[src/rtl/core/qfr_pkg.sv]
// Package with the types, character codes and expansion tables of the quote form rewriter.
package qfr_pkg;

    // Character codes that steer the rewrite.
    localparam logic [7:0] CH_HASH   = 8'h23;
    localparam logic [7:0] CH_OPEN   = 8'h28;
    localparam logic [7:0] CH_CLOSE  = 8'h29;
    localparam logic [7:0] CH_SEMI   = 8'h3B;
    localparam logic [7:0] CH_NL     = 8'h0A;
    localparam logic [7:0] CH_DQUOTE = 8'h22;
    localparam logic [7:0] CH_APOS   = 8'h27;
    localparam logic [7:0] CH_SPACE  = 8'h20;
    localparam logic [7:0] CH_TAB    = 8'h09;
    localparam logic [7:0] CH_CR     = 8'h0D;

    // Lengths of the two expansion strings.
    localparam logic [3:0] VECTOR_LEN = 4'd8;
    localparam logic [3:0] QUOTE_LEN  = 4'd7;

    // Entries of the command queue between the front and back parts.
    localparam int QDEPTH = 4;

    typedef enum logic [1:0] {
        MODE_NORMAL,
        MODE_COMMENT,
        MODE_STRING,
        MODE_QUOTE
    } t_mode;

    typedef enum logic [1:0] {
        BODY_NONE,
        BODY_BYTE,
        BODY_VECTOR,
        BODY_QUOTE
    } t_body;

    // One classified input byte: an optional flushed hash, the body, an
    // optional final hash and an optional closing parenthesis.
    typedef struct packed {
        logic       pre_hash;
        t_body      body;
        logic [7:0] data;
        logic       post_hash;
        logic       close;
        logic       last;
    } t_cmd;

    function automatic logic is_space(input logic [7:0] c);
        return (c == CH_SPACE) || ((c >= CH_TAB) && (c <= CH_CR));
    endfunction

    // Characters of "(vector ".
    function automatic logic [7:0] vector_char(input logic [2:0] idx);
        logic [7:0] ch;
        unique case (idx)
            3'd0: ch = 8'h28;
            3'd1: ch = 8'h76;
            3'd2: ch = 8'h65;
            3'd3: ch = 8'h63;
            3'd4: ch = 8'h74;
            3'd5: ch = 8'h6F;
            3'd6: ch = 8'h72;
            default: ch = 8'h20;
        endcase
        return ch;
    endfunction

    // Characters of "(quote ".
    function automatic logic [7:0] quote_char(input logic [2:0] idx);
        logic [7:0] ch;
        unique case (idx)
            3'd0: ch = 8'h28;
            3'd1: ch = 8'h71;
            3'd2: ch = 8'h75;
            3'd3: ch = 8'h6F;
            3'd4: ch = 8'h74;
            3'd5: ch = 8'h65;
            default: ch = 8'h20;
        endcase
        return ch;
    endfunction

endpackage

[src/rtl/core/qfr_front.sv]
// Front part: tracks scan mode, quote depth and the held hash, and classifies each byte.
module qfr_front
    import qfr_pkg::*;
#(
    parameter int MAX_DEPTH = 255
) (
    input  logic       i_clk,
    input  logic       i_rst_n,
    input  logic       i_accept,
    input  logic [7:0] i_byte,
    input  logic       i_last,
    output logic       o_push,
    output t_cmd       o_cmd
);

    localparam int DW = $clog2(MAX_DEPTH + 1);
    localparam logic [DW-1:0] DEPTH_MAX = DW'(MAX_DEPTH);

    t_mode         r_mode,  n_mode;
    logic [DW-1:0] r_depth, n_depth;
    logic          r_hash,  n_hash;

    // State after the byte itself, before the end-of-text reset.
    t_mode         w_mode_body;
    logic [DW-1:0] w_depth_body;
    logic          w_hash_body;
    logic          w_vector;

    assign w_vector = r_hash && (i_byte == CH_OPEN);

    // Next state.
    always_comb begin
        w_mode_body  = r_mode;
        w_depth_body = r_depth;
        w_hash_body  = r_hash;
        if (w_vector) begin
            w_hash_body = 1'b0;
            if ((r_mode == MODE_QUOTE) && (r_depth != DEPTH_MAX)) begin
                w_depth_body = r_depth + 1'b1;
            end
        end else begin
            w_hash_body = (i_byte == CH_HASH);
            if (i_byte != CH_HASH) begin
                unique case (r_mode)
                    MODE_COMMENT: begin
                        if (i_byte == CH_NL) w_mode_body = MODE_NORMAL;
                    end
                    MODE_STRING: begin
                        if (i_byte == CH_DQUOTE) w_mode_body = MODE_NORMAL;
                    end
                    MODE_QUOTE: begin
                        if (i_byte == CH_OPEN) begin
                            if (r_depth != DEPTH_MAX) w_depth_body = r_depth + 1'b1;
                        end else if (i_byte == CH_CLOSE) begin
                            if (r_depth == '0) w_mode_body = MODE_NORMAL;
                            else w_depth_body = r_depth - 1'b1;
                        end else if (is_space(i_byte) && (r_depth == '0)) begin
                            w_mode_body = MODE_NORMAL;
                        end
                    end
                    MODE_NORMAL: begin
                        if (i_byte == CH_SEMI) begin
                            w_mode_body = MODE_COMMENT;
                        end else if (i_byte == CH_DQUOTE) begin
                            w_mode_body = MODE_STRING;
                        end else if (i_byte == CH_APOS) begin
                            w_mode_body  = MODE_QUOTE;
                            w_depth_body = '0;
                        end
                    end
                endcase
            end
        end

        n_mode  = r_mode;
        n_depth = r_depth;
        n_hash  = r_hash;
        if (i_accept) begin
            if (i_last) begin
                n_mode  = MODE_NORMAL;
                n_depth = '0;
                n_hash  = 1'b0;
            end else begin
                n_mode  = w_mode_body;
                n_depth = w_depth_body;
                n_hash  = w_hash_body;
            end
        end
    end

    // Command for the back part.
    always_comb begin
        o_cmd           = '0;
        o_cmd.data      = i_byte;
        o_cmd.last      = i_last;
        o_cmd.body      = BODY_NONE;
        if (w_vector) begin
            o_cmd.body = BODY_VECTOR;
        end else begin
            o_cmd.pre_hash = r_hash;
            if (i_byte != CH_HASH) begin
                o_cmd.body = BODY_BYTE;
                unique case (r_mode)
                    MODE_COMMENT, MODE_STRING: ;
                    MODE_QUOTE: begin
                        if ((i_byte == CH_CLOSE) && (r_depth == '0)) begin
                            o_cmd.close = 1'b1;
                        end else if ((i_byte != CH_OPEN) && (i_byte != CH_CLOSE)
                                     && is_space(i_byte) && (r_depth == '0)) begin
                            // Whitespace ending a quote is replaced by the close.
                            o_cmd.data = CH_CLOSE;
                        end
                    end
                    MODE_NORMAL: begin
                        if (i_byte == CH_APOS) o_cmd.body = BODY_QUOTE;
                    end
                endcase
            end
        end
        if (i_last) begin
            o_cmd.post_hash = w_hash_body;
            if (w_mode_body == MODE_QUOTE) o_cmd.close = 1'b1;
        end
        o_push = i_accept && (o_cmd.pre_hash || (o_cmd.body != BODY_NONE)
                              || o_cmd.post_hash || o_cmd.close);
    end

    always_ff @(posedge i_clk) begin
        if (!i_rst_n) begin
            r_mode  <= MODE_NORMAL;
            r_depth <= '0;
            r_hash  <= 1'b0;
        end else begin
            r_mode  <= n_mode;
            r_depth <= n_depth;
            r_hash  <= n_hash;
        end
    end

    a_depth_bound: assert property (@(posedge i_clk) disable iff (!i_rst_n)
        r_depth <= DEPTH_MAX)
        else $error("quote depth beyond its limit");

    a_last_resets: assert property (@(posedge i_clk) disable iff (!i_rst_n)
        (i_accept && i_last) |=> ((r_mode == MODE_NORMAL) && !r_hash && (r_depth == '0)))
        else $error("state not cleared after end of text");

    a_last_emits: assert property (@(posedge i_clk) disable iff (!i_rst_n)
        (i_accept && i_last) |-> o_push)
        else $error("last byte produced no output");

endmodule

[src/rtl/core/qfr_queue.sv]
// Short command queue between the front and back parts.
module qfr_queue
    import qfr_pkg::*;
(
    input  logic i_clk,
    input  logic i_rst_n,
    input  logic i_push,
    input  t_cmd i_cmd,
    output logic o_full,
    input  logic i_pop,
    output logic o_valid,
    output t_cmd o_cmd
);

    localparam int AW = $clog2(QDEPTH);
    localparam int CW = $clog2(QDEPTH + 1);
    localparam logic [CW-1:0] COUNT_FULL = CW'(QDEPTH);

    t_cmd          r_mem [QDEPTH];
    logic [AW-1:0] r_wr_ptr, n_wr_ptr;
    logic [AW-1:0] r_rd_ptr, n_rd_ptr;
    logic [CW-1:0] r_count,  n_count;
    logic          w_push, w_pop;

    assign o_full  = (r_count == COUNT_FULL);
    assign o_valid = (r_count != '0);
    assign o_cmd   = r_mem[r_rd_ptr];
    assign w_push  = i_push && !o_full;
    assign w_pop   = i_pop && o_valid;

    always_comb begin
        n_wr_ptr = w_push ? AW'(r_wr_ptr + 1'b1) : r_wr_ptr;
        n_rd_ptr = w_pop  ? AW'(r_rd_ptr + 1'b1) : r_rd_ptr;
        n_count  = r_count;
        if (w_push && !w_pop) n_count = r_count + 1'b1;
        else if (!w_push && w_pop) n_count = r_count - 1'b1;
    end

    always_ff @(posedge i_clk) begin
        if (w_push) r_mem[r_wr_ptr] <= i_cmd;
    end

    always_ff @(posedge i_clk) begin
        if (!i_rst_n) begin
            r_wr_ptr <= '0;
            r_rd_ptr <= '0;
            r_count  <= '0;
        end else begin
            r_wr_ptr <= n_wr_ptr;
            r_rd_ptr <= n_rd_ptr;
            r_count  <= n_count;
        end
    end

    a_no_overflow: assert property (@(posedge i_clk) disable iff (!i_rst_n)
        i_push |-> !o_full)
        else $error("push into a full command queue");

endmodule

[src/rtl/core/qfr_back.sv]
// Back part: expands each queued command into output bytes, one per cycle unless stalled.
module qfr_back
    import qfr_pkg::*;
(
    input  logic       i_clk,
    input  logic       i_rst_n,
    input  logic       i_cmd_valid,
    input  t_cmd       i_cmd,
    output logic       o_pop,
    output logic       o_valid,
    input  logic       i_ready,
    output logic [7:0] o_byte,
    output logic       o_run_last,
    output logic       o_text_end
);

    logic [3:0] r_pos, n_pos;
    logic       r_valid, n_valid;
    logic [7:0] r_byte;
    logic       r_run_last;
    logic       r_text_end;

    logic [3:0] w_body_len;
    logic [3:0] w_count;
    logic [3:0] w_body_pos;
    logic [3:0] w_tail_pos;
    logic [7:0] w_byte;
    logic       w_final;
    logic       w_load;

    always_comb begin
        unique case (i_cmd.body)
            BODY_NONE:   w_body_len = 4'd0;
            BODY_BYTE:   w_body_len = 4'd1;
            BODY_VECTOR: w_body_len = VECTOR_LEN;
            BODY_QUOTE:  w_body_len = QUOTE_LEN;
        endcase
        w_count    = 4'(i_cmd.pre_hash) + w_body_len + 4'(i_cmd.post_hash)
                     + 4'(i_cmd.close);
        w_body_pos = r_pos - 4'(i_cmd.pre_hash);
        w_tail_pos = w_body_pos - w_body_len;

        if (i_cmd.pre_hash && (r_pos == 4'd0)) begin
            w_byte = CH_HASH;
        end else if (w_body_pos < w_body_len) begin
            unique case (i_cmd.body)
                BODY_VECTOR: w_byte = vector_char(w_body_pos[2:0]);
                BODY_QUOTE:  w_byte = quote_char(w_body_pos[2:0]);
                BODY_BYTE,
                BODY_NONE:   w_byte = i_cmd.data;
            endcase
        end else if (i_cmd.post_hash && (w_tail_pos == 4'd0)) begin
            w_byte = CH_HASH;
        end else begin
            w_byte = CH_CLOSE;
        end

        w_final = (r_pos == (w_count - 4'd1));
        w_load  = i_cmd_valid && (!r_valid || i_ready);
        o_pop   = w_load && w_final;

        n_pos = r_pos;
        if (w_load) n_pos = w_final ? 4'd0 : (r_pos + 4'd1);
        n_valid = w_load || (r_valid && !i_ready);
    end

    always_ff @(posedge i_clk) begin
        if (w_load) begin
            r_byte     <= w_byte;
            r_run_last <= w_final;
            r_text_end <= w_final && i_cmd.last;
        end
    end

    always_ff @(posedge i_clk) begin
        if (!i_rst_n) begin
            r_pos   <= 4'd0;
            r_valid <= 1'b0;
        end else begin
            r_pos   <= n_pos;
            r_valid <= n_valid;
        end
    end

    assign o_valid    = r_valid;
    assign o_byte     = r_byte;
    assign o_run_last = r_run_last;
    assign o_text_end = r_text_end;

    a_pos_in_range: assert property (@(posedge i_clk) disable iff (!i_rst_n)
        i_cmd_valid |-> (r_pos < w_count))
        else $error("expansion position past end of command");

endmodule

[src/rtl/core/quote_form_rewriter.sv]
// Top level of the quote form rewriter: front classifier, command queue and byte expander.
//
// The block reads Lisp source text on the slave stream, one byte per transaction,
// with tlast on the final byte of a text, and writes the rewritten text on the
// master stream. An apostrophe datum becomes "(quote datum)" and "#(" becomes
// "(vector ", also inside comments and strings, which otherwise pass through.
// On the master side tuser marks the last byte produced by one input byte and
// tlast the last byte of a text. A byte accepted on the slave side passes through
// the command queue and the output register before its first output byte appears.
// Throughput is one output byte per cycle while the master side is ready, set by
// the expander in the back part. A byte that maps to one output byte lets the
// input run at one byte per cycle when no stall holds it; an expansion gives up
// to nine output bytes, and a four-entry command queue absorbs that while the front keeps
// taking input until the queue is full. A held hash that is not last produces no output.
// When the receiver stalls, the output register holds its transaction, the
// expander stops, and the queue fills before tready drops on the input side.
// Synchronous reset clears the scan state, the queue and the output valid flag.
module quote_form_rewriter
    import qfr_pkg::*;
#(
    parameter int MAX_DEPTH = 255
) (
    input  logic       i_clk,
    input  logic       i_rst_n,
    input  logic       i_s_axis_tvalid,
    output logic       o_s_axis_tready,
    input  logic [7:0] i_s_axis_tdata,  // [7:0] text_byte
    input  logic       i_s_axis_tlast,  // text_last
    output logic       o_m_axis_tvalid,
    input  logic       i_m_axis_tready,
    output logic [7:0] o_m_axis_tdata,  // [7:0] out_byte
    output logic       o_m_axis_tuser,  // [0] run_last
    output logic       o_m_axis_tlast   // text_end
);

    logic w_accept;
    logic w_push;
    t_cmd w_push_cmd;
    logic w_full;
    logic w_pop;
    logic w_head_valid;
    t_cmd w_head_cmd;

    // Input is taken whenever the command queue has room.
    assign o_s_axis_tready = !w_full;
    assign w_accept        = i_s_axis_tvalid && !w_full;

    qfr_front #(
        .MAX_DEPTH (MAX_DEPTH)
    ) u_front (
        .i_clk    (i_clk),
        .i_rst_n  (i_rst_n),
        .i_accept (w_accept),
        .i_byte   (i_s_axis_tdata),
        .i_last   (i_s_axis_tlast),
        .o_push   (w_push),
        .o_cmd    (w_push_cmd)
    );

    qfr_queue u_queue (
        .i_clk   (i_clk),
        .i_rst_n (i_rst_n),
        .i_push  (w_push),
        .i_cmd   (w_push_cmd),
        .o_full  (w_full),
        .i_pop   (w_pop),
        .o_valid (w_head_valid),
        .o_cmd   (w_head_cmd)
    );

    qfr_back u_back (
        .i_clk       (i_clk),
        .i_rst_n     (i_rst_n),
        .i_cmd_valid (w_head_valid),
        .i_cmd       (w_head_cmd),
        .o_pop       (w_pop),
        .o_valid     (o_m_axis_tvalid),
        .i_ready     (i_m_axis_tready),
        .o_byte      (o_m_axis_tdata),
        .o_run_last  (o_m_axis_tuser),
        .o_text_end  (o_m_axis_tlast)
    );

endmodule
[config.mk]
export PLATFORM = sky130hd
export DESIGN_NAME = quote_form_rewriter
export DESIGN_NICKNAME = d
export VERILOG_FILES = /design/src/rtl/core/qfr_pkg.sv /design/src/rtl/core/qfr_front.sv /design/src/rtl/core/qfr_queue.sv /design/src/rtl/core/qfr_back.sv /design/src/rtl/core/quote_form_rewriter.sv
export SDC_FILE = /design/constraint.sdc
export NUM_CORES = 1
export LEC_CHECK = 0
export BUFFER_PORTS_ARGS = -buffer_cell sky130_fd_sc_hd__buf_2
export CORE_ASPECT_RATIO = 0.7
export CORE_MARGIN = 3
export CORE_UTILIZATION = 35
export DETAILED_ROUTE_END_ITERATION = 10
export PLACE_DENSITY = 0.62
export SLEW_MARGIN = 20
export SYNTH_ARGS = -nofsm -noshare
export SYNTH_HDL_FRONTEND = slang
export SYNTH_SLANG_ARGS = --single-unit
[constraint.sdc]
create_clock -name i_clk -period 4.54 [get_ports i_clk]
set_clock_uncertainty 0.1 [all_clocks]
set_input_delay 0.227 -clock i_clk [delete_from_list [all_inputs] [get_ports i_clk]]
set_output_delay 0.227 -clock i_clk [all_outputs]
set_load 0.05 [all_outputs]
[Word level (Yosys, flattened, before mapping)]
Memories as Yosys holds them, arrays and structs flattened. A register that Yosys moved wholly into a read port is not among the register bits.
Index checks and enable logic that the tools add are counted.
Word-level totals
  register bits after elaboration: 33
  memory bits (writable): 56
  input port bits: 13
  output and inout bits: 12
  logic and storage cells: 161
  memories kept: 1
Memory list
  u_queue.r_mem: depth 4, bits a word 14, rd ports 1, clocked after memory_dff 1, wr ports 1, line qfr_queue.sv:19  | t_cmd r_mem [QDEPTH];
Operators by class
  add/subtract/negate cells: 13
  $lt $le $gt $ge: 3
  equality and inequality tests: 34
  multiplexer cells: 55
  reductions and logical operators: 44
Operators by type and width (number)
  $mux 8: 16
  $eq 8x6->1 const B: 7
  $pmux 7 s7: 1
  $pmux 7 s6: 1
  $mux 2: 18
  $ne 8x6->1 const B: 3
  $pmux 8 s3: 1
  $logic_and 1x1->1: 20
  $pmux 4 s4: 1
  $pmux 8 s2: 1
  $eq 3x3->1 const B: 4
  $eq 2x2->1 const B: 5
  $mux 1: 10
  $mux 10: 1
  $ne 5x3->1 const B: 2
  $reduce_and 10->1: 1
  $add 4x1->4: 2
  $add 8x1->8 const B: 1
  $eq 8x4->1 const B: 1
  $ge 8x4->1 const B: 1
  $le 8x4->1 const B: 1
  $logic_not 4->1: 2
  $logic_not 8->1: 1
  $mux 4: 2
  other kinds (29): 46

[Logic depth before layout (Yosys ltp)]
Gate-level depths: netlist of the first run.
  depth in word-level cells: 21
  gate-level depth with buffers: 20
  depth with buffers taken out: 18

[Modules after synthesis]
From an unflattened synthesis of the first run, not the netlist that was laid out.
Unflattened totals
  cells, all modules: 417
  area, all modules: 4984.8 um^2
By module, submodules not included
  qfr_queue: instances 1, cells each 121, area an instance 2523.7 um^2, seq. area each 1861.8 um^2
  qfr_front: instances 1, cells each 165, area an instance 1257.5 um^2, seq. area each 220.2 um^2
  qfr_back: instances 1, cells each 129, area an instance 1193.6 um^2, seq. area each 400.4 um^2
  quote_form_rewriter: instances 1, cells each 2, area an instance 10.0 um^2, seq. area each 0.0 um^2

[Least setup slack after synthesis of the first run]
No wires, ideal clock.
  path type: register to register
  start: reg (tool-made name)
  end: reg u_queue.r_count[2]
  setup time: 0.071 ns
  data arrival time: 4.075 ns
  data required time: 4.369 ns
  path slack: 0.295 ns
  cell stages (with the launch flop): 20
  path buffers: 2
  clock period less this slack: 4.245 ns
  cells stage by stage: dfxtp_1 > clkbuf_1 > buf_2 > mux4_2 > inv_1 > ha_1 > inv_1 > fa_1 > inv_1 > fa_1 > xor2_1 > nand2_1 > nor3b_2 > inv_1 > ha_1 > inv_1 > fa_1 > xor2_1 > or3_1 > a21oi_1
RTL lines
  end signal, assigned: line qfr_queue.sv:51  | r_count <= n_count;
  end, declared: line qfr_queue.sv:22  | logic [CW-1:0] r_count, n_count;

==> summary.txt, run 1 <==
Max Cap Violations: 0
Slowest cell on crit path: mux4_2
Fmax achieved: 244 MHz
Hold-fix buffers, CTS: 0
Post-Syn Area: 0.00477 mm²
Post-synth EDFFs: 66
Syn-to-layout area delta: 12.3%
Switching share of power: 0.378
Vias per cell: 5.16
IO buf count: 24
Die Wd: 146 µm
Async set-or-reset flop fraction in the synthesized netlist: 0
Net Sw Power: 1.19 mW
Core box area: 0.0132 mm²
CP Cell Sequence: mux4_2, inv_1, ha_1, inv_1, fa_1, inv_1, fa_1, xor2_1, nand2_1, nor3b_2, inv_1, ha_1, inv_1, fa_1, xor2_1, or3_1, a21oi_1
CTS root buf: clkbuf_16
Syn_area_per_cell: 11.7 µm²
Largest net degree at the start of global routing: 19
Nets@finish: 459
RePlAce Congestion: 0.849
Place WS: 0.459 ns
Total power: 3.16 mW
Clk_lat worst skew: 0.34 ns
Total clock sinks: 91
WS Path Type: flop to flop
CP max FO: 6
Rows: 35
Seq/Total Area, Yosys: 0.520
Sequential share of power: 0.359
Most frequent cells in the layout: edfxtp_1 (66), nor2_1 (35), nand2_1 (27)
# setup viols final: 0
Vias: 3184
N_diodes: 0
Setup tns final: 0 ns
Crit path top cell by count: inv_1
Tightest Pin Transition: 0.783 ns
Layout cells sized above 1: 0.190
Seq. cell area: 0.00248 mm²
Wirelength per Cell: 16.0 µm
Dpl hpwl: 7230 µm
Largest stage delay, worst path: 0.57 ns
Final hold vios: 0
Synth cell types: 70
Type of the worst min-delay path: primary input to flop
Max-slew headroom: 0.478
Primary FF master, synth: edfxtp_1
Critical path arrival: 4.25 ns
Final WS setup: 0.445 ns
Post-route DRC: 0
Status: completed
Clock power share: 0.226
Post-CTS Setup Repair Bufs: 0
Warnings, synthesis: 0
Element type at the critical path start: flop
First-pass GRT wire length: 16100 µm
Overall Global Routing Usage: 0.133
Footprint of the multi-input gates: 0.00210 mm²
Htree depth: 3
Post-cts gate resize count: 0
Post-synthesis cell count: 407
CTS tree: done
Fin crit period: 4.09 ns
Routed WL: 9900 µm
Initial antenna violation count: 0
Comb power frac: 0.414
Crit. End Element: flop
Most common library cell in the layout ignoring fill and taps: edfxtp_1
1st-pass router iterations: 4
CP bufs+invs: 5
Part of the cycle the worst path needs: 0.902
RSZ-0062 raised after global routing: no
VDD IR-drop max: 0.206 mV
Family with the most delay on the worst path: adder cells
Fin. max-slew vios: 0
Top-Level Pins: 25
Clock slew at reported path FFs: 0.07 ns
Final ANT Viol Nets: 0
Leak: 1.90 nW
CP Data Required Time: 4.70 ns
CTS Buf Count: 9
Overflow after GRT: 0
Starting DRT DRC Count: 177
PD cells: 589 mW/mm²
Layout fillers: 1289
Yosys reg bits: 91
Vias in the first global route: 3046
DIE AREA: 0.0151 mm²
Pint: 1.97 mW
Initial Utilization: 0.361
Die height: 104 µm
Bufs on Longest Clock Path: 2
Mapped Nets: 439
worst reg2reg max path, stage by stage (launching register included):
cell	delay, ns
dfxtp_1	0.50
mux4_2	0.57
inv_1	0.10
ha_1	0.12
inv_1	0.05
fa_1	0.41
inv_1	0.09
fa_1	0.42
xor2_1	0.15
nand2_1	0.12
nor3b_2	0.06
inv_1	0.06
ha_1	0.17
inv_1	0.06
fa_1	0.37
xor2_1	0.18
or3_1	0.31
a21oi_1	0.16
final cells by class:
class / count / area share
sequential: 91 / 0.463
multi-input combinational: 272 / 0.393
tap: 185 / 0.0432
clock buffer: 9 / 0.0420
timing repair buffer: 29 / 0.0294
inverter: 24 / 0.0168
clock inverter: 7 / 0.0124
path summary, 6_finish.rpt:
check	start	to	slack (ns)	depth (start not counted)
worst max-delay path	flop	u_queue.r_count[2]	0.45	17
worst min-delay path	i_m_axis_tready	u_back.o_valid	0.05	4
worst max register to register	flop	u_queue.r_count[2]	0.45	17
worst min register to register	u_back.o_valid	u_back.o_valid	0.37	2
metal layers:
layer | part of all wire | global-route usage | vias to the layer above
met3 | 0.049 | 0.0407 | 4
met2 | 0.44 | 0.194 | 70
met5 | 0 | 0 | -
met4 | 0.0036 | 0.0325 | 0
li1 | - | - | 1557
met1 | 0.51 | 0.194 | 1553
power groups by stage:
| stage | Combinational [mW] | Clock (mW) | Sequential, mW |
|---|---|---|---|
| 2_1_floorplan | 0.865 | 0 | 1.31 |
| 3_3_place_gp | 1.28 | 0 | 1.15 |
| 3_5_place_dp | 1.30 | 0 | 1.15 |
| 4_1_cts | 1.32 | 0.735 | 1.14 |
| 5_1_grt | 1.46 | 0.766 | 1.15 |
| 6_report | 1.31 | 0.715 | 1.13 |
metrics by stage:
| stage | cells | instance area [µm²] | util | hold WS, ns |
|---|---|---|---|---|
| final | 617 | 5360 | 0.405 | 0.0524 |
| after global routing | 617 | 5360 | 0.405 | 0.0914 |
| after CTS | 617 | 5360 | 0.405 | 0.0398 |
| after floorplan | 407 | 4770 | - | 0.226 |
| after global placement | 601 | 5070 | 0.383 | 0.360 |
| after detailed placement | 601 | 5070 | 0.383 | 0.359 |
cells in the mapped netlist, drive strengths merged, types with 2 or more instances:
cell type  instances  area share
a21o               2      0.0031
a21oi             15       0.017
a221o              2      0.0042
a31oi              7      0.0092
a32o               3      0.0063
and2               9       0.012
and3               6      0.0081
and4               2      0.0037
buf                5      0.0063
clkbuf            14       0.011
dfxtp             25        0.10
edfxtp            66        0.42
fa                 3       0.013
ha                16       0.042
inv               24       0.019
mux2i              5       0.010
mux4              14       0.066
nand2             27       0.021
nand2b             8       0.010
nand3             11       0.012
nand4              3      0.0039
nor2              35       0.028
nor2b              4      0.0052
nor3              13       0.015
nor3b              2      0.0042
nor4               5       0.014
nor4b              3      0.0055
o211ai             2      0.0031
o21ai              8      0.0084
o22ai              2      0.0026
o2bb2ai            3      0.0055
o311ai             3      0.0055
o31ai              3      0.0047
o32ai              4      0.0073
or2                8       0.011
or3                6      0.0081
or4b               2      0.0050
xnor2             14       0.026
xor2               4      0.0073
logic make-up after synthesis:
kind of cell | count (synthesis) | share of synthesized area
adders and majority gates | 19 | 0.0546
and+or+nand+nor | 150 | 0.177
xor gates and xnor gates | 18 | 0.0331
muxes | 20 | 0.0790
buffers and inverters | 44 | 0.0383
AOI/OAI and AO/OA | 65 | 0.0973
DFF | 91 | 0.520
sequential cells by signal (all words and copies together), names as in the netlist, 2 cells and up, named ones only:
| name | flops |
|---|---|
| u_queue.r_rd_ptr | 2 |
| u_queue.r_count | 3 |
| u_queue.r_wr_ptr | 2 |
| u_front.r_depth | 8 |
| u_front.r_mode | 2 |
| u_back.r_pos | 4 |
| u_queue.r_mem | 56 |
| u_back.o_byte | 8 |
Note: power is estimated with default switching activity, not from simulation.
==> inputs of run 2 (changes only) <==
- CORE_MARGIN: 3 -> 1.5
- PLACE_DENSITY: 0.62 -> 0.61
- SLEW_MARGIN: 20 -> default
- clock period: 4.54 -> 5.04 ns (I/O delays scaled with it)
==> summary.txt, run 2 (same netlist as run 1, synthesis figures left out) <==
Post-route DRC: 0 (unchanged)
Die height: 101 µm (-2.9%)
# setup viols final: 0 (unchanged)
Most common library cell in the layout ignoring fill and taps: edfxtp_1
Pint: 1.80 mW (-8.4%)
Family with the most delay on the worst path: adder cells
WHS: 0.0765 ns (+0.0241 ns)
Layout cells sized above 1: 0.186 (-0.00420)
Dpl hpwl: 7220 µm (-0.22%)
Initial antenna violation count: 0 (unchanged)
CP max FO: 6 (unchanged)
Element type at the critical path start: flop
Clock power share: 0.232 (+0.006)
First-pass GRT wire length: 16000 µm (-0.60%)
Tightest Pin Transition: 0.764 ns (-0.0194 ns)
Critical path depth: 18 (+1)
RSZ-0062 raised after global routing: no
Vias per cell: 5.20 (+0.76%)
Placed inst area: 0.00506 mm² (-0.15%)
Nets@finish: 458 (-0.22%)
Total clock sinks: 91 (unchanged)
N_diodes: 0 (unchanged)
Vias: 3203 (+0.60%)
Slowest cell on crit path: mux4_2
Crit path top cell by count: inv_1
Most flops, register: u_queue.r_mem
Starting DRT DRC Count: 196 (+11%)
Vias in the first global route: 3069 (+0.76%)
Status: completed
CTS Buf Count: 9 (unchanged)
Switching share of power: 0.368 (-0.00984)
Bufs on Longest Clock Path: 2 (unchanged)
Fin. max-slew vios: 0 (unchanged)
CP Data Required Time: 5.22 ns (+0.52 ns)
Crit. End Element: flop
Rows: 35 (unchanged)
CP Cell Sequence: buf_4, mux4_2, inv_1, ha_1, inv_1, fa_1, inv_1, fa_1, xor2_1, nand2_1, nor3b_2, inv_1, ha_1, inv_1, fa_1, xor2_1, or3_1, a21oi_1
Overall Global Routing Usage: 0.148 (+0.0142)
VDD IR-drop max: 0.168 mV (-18%)
Net Sw Power: 1.05 mW (-12%)
Hold-fix buffers, CTS: 0 (unchanged)
PD cells: 532 mW/mm² (-9.8%)
Post-cts gate resize count: 0 (unchanged)
Critical path arrival: 4.26 ns (about the same)
RePlAce Congestion: 0.811 (-4.4%)
Initial Utilization: 0.361 (unchanged)
Final std cells w/o fill: 616 (-0.16%)
Post-CTS Setup Repair Bufs: 0 (unchanged)
Final hold vios: 0 (unchanged)
DP Cell Count: 600 (-0.17%)
Top-Level Pins: 25 (unchanged)
CP bufs+invs: 6 (+1)
Max-slew headroom: 0.491 (+0.0129)
Syn-to-layout area delta: 12.2%
Post-route design area: 0.00535 mm² (-0.12%)
Largest stage delay, worst path: 0.54 ns (-0.03 ns)
Overflow after GRT: 0 (unchanged)
Worst r2r path cells: 18 (+1)
R2R setup slack: 0.95 ns (+0.51 ns)
Sequential share of power: 0.356 (-0.003)
Type of the worst min-delay path: primary input to flop
Routed WL: 9820 µm (-0.76%)
Core box area: 0.0132 mm² (unchanged)
Max Cap Violations: 0 (unchanged)
Largest net degree at the start of global routing: 18 (-1)
Final ANT Viol Nets: 0 (unchanged)
IO buf count: 24 (unchanged)
Clk_lat worst skew: 0.34 ns (about the same)
1st-pass router iterations: 4 (unchanged)
Max reg flops: 56 (unchanged)
Clock slew at reported path FFs: 0.07 ns (about the same)
WS Path Type: flop to flop
Htree depth: 3 (unchanged)
Fmax achieved: 245 MHz (+0.16%)
Comb power frac: 0.411 (-0.003)
Die Wd: 143 µm (-2.1%)
Most frequent cells in the layout: edfxtp_1 (66), nor2_1 (35), nand2_1 (27)
Final WS setup: 0.952 ns (+0.507 ns)
DIE AREA: 0.0143 mm² (-4.9%)
Part of the cycle the worst path needs: 0.811 (-0.0908)
Leak: 1.89 nW (-0.56%)
Setup tns final: 0 ns (unchanged)
Place WS: 0.929 ns (+0.469 ns)
Fin crit period: 4.09 ns (-0.00672 ns)
Hold path depth: 4 (unchanged)
Wirelength per Cell: 15.9 µm (-0.60%)
CTS root buf: clkbuf_16
CTS tree: done
## run 2: worst paths after layout
kind / to / start
min: u_back.o_valid / i_m_axis_tready
min reg2reg: u_back.o_valid / u_back.o_valid
max: u_queue.r_count[2] / flop
max reg2reg: u_queue.r_count[2] / flop
## run 2: worst min-delay path, stage by stage
cell	delay [ns]
buf_2	0.08
inv_1	0.04
nand2_1	0.06
a21oi_1	0.05
## run 2: layer usage
metal	routed length, µm	vias to the layer above	track usage
li1	-	1556	-
met1	5060	1559	0.212
met2	4230	75	0.218
met3	422	13	0.0404
met4	115	0	0.0428
met5	0	-	0
## run 2: final cells by class
class	instances	area, µm²
Clock buffer	9	225
Sequential cell	91	2480
Clock inverter	7	67.6
Multi-Input combinational cell	272	2100
Timing Repair Buffer	28	150
Inverter	24	90.1
Tap cell	185	231
Fill cell	1290	7870
## run 2: power by group through the flow
stage               sequential [mW]  clock (mW)  combinational [mW]
global placement               1.03           0                1.15
floorplan                      1.18           0               0.779
global route                   1.03       0.707                1.30
finish                         1.01       0.661                1.17
detailed placement             1.03           0                1.17
CTS                            1.02       0.681                1.18
## run 2: metrics by stage
step                utilization  total power [mW]
global route              0.405              3.04
CTS                       0.405              2.88
floorplan                     -              1.96
detailed placement        0.382              2.21
finish                    0.405              2.85
global placement          0.382              2.18
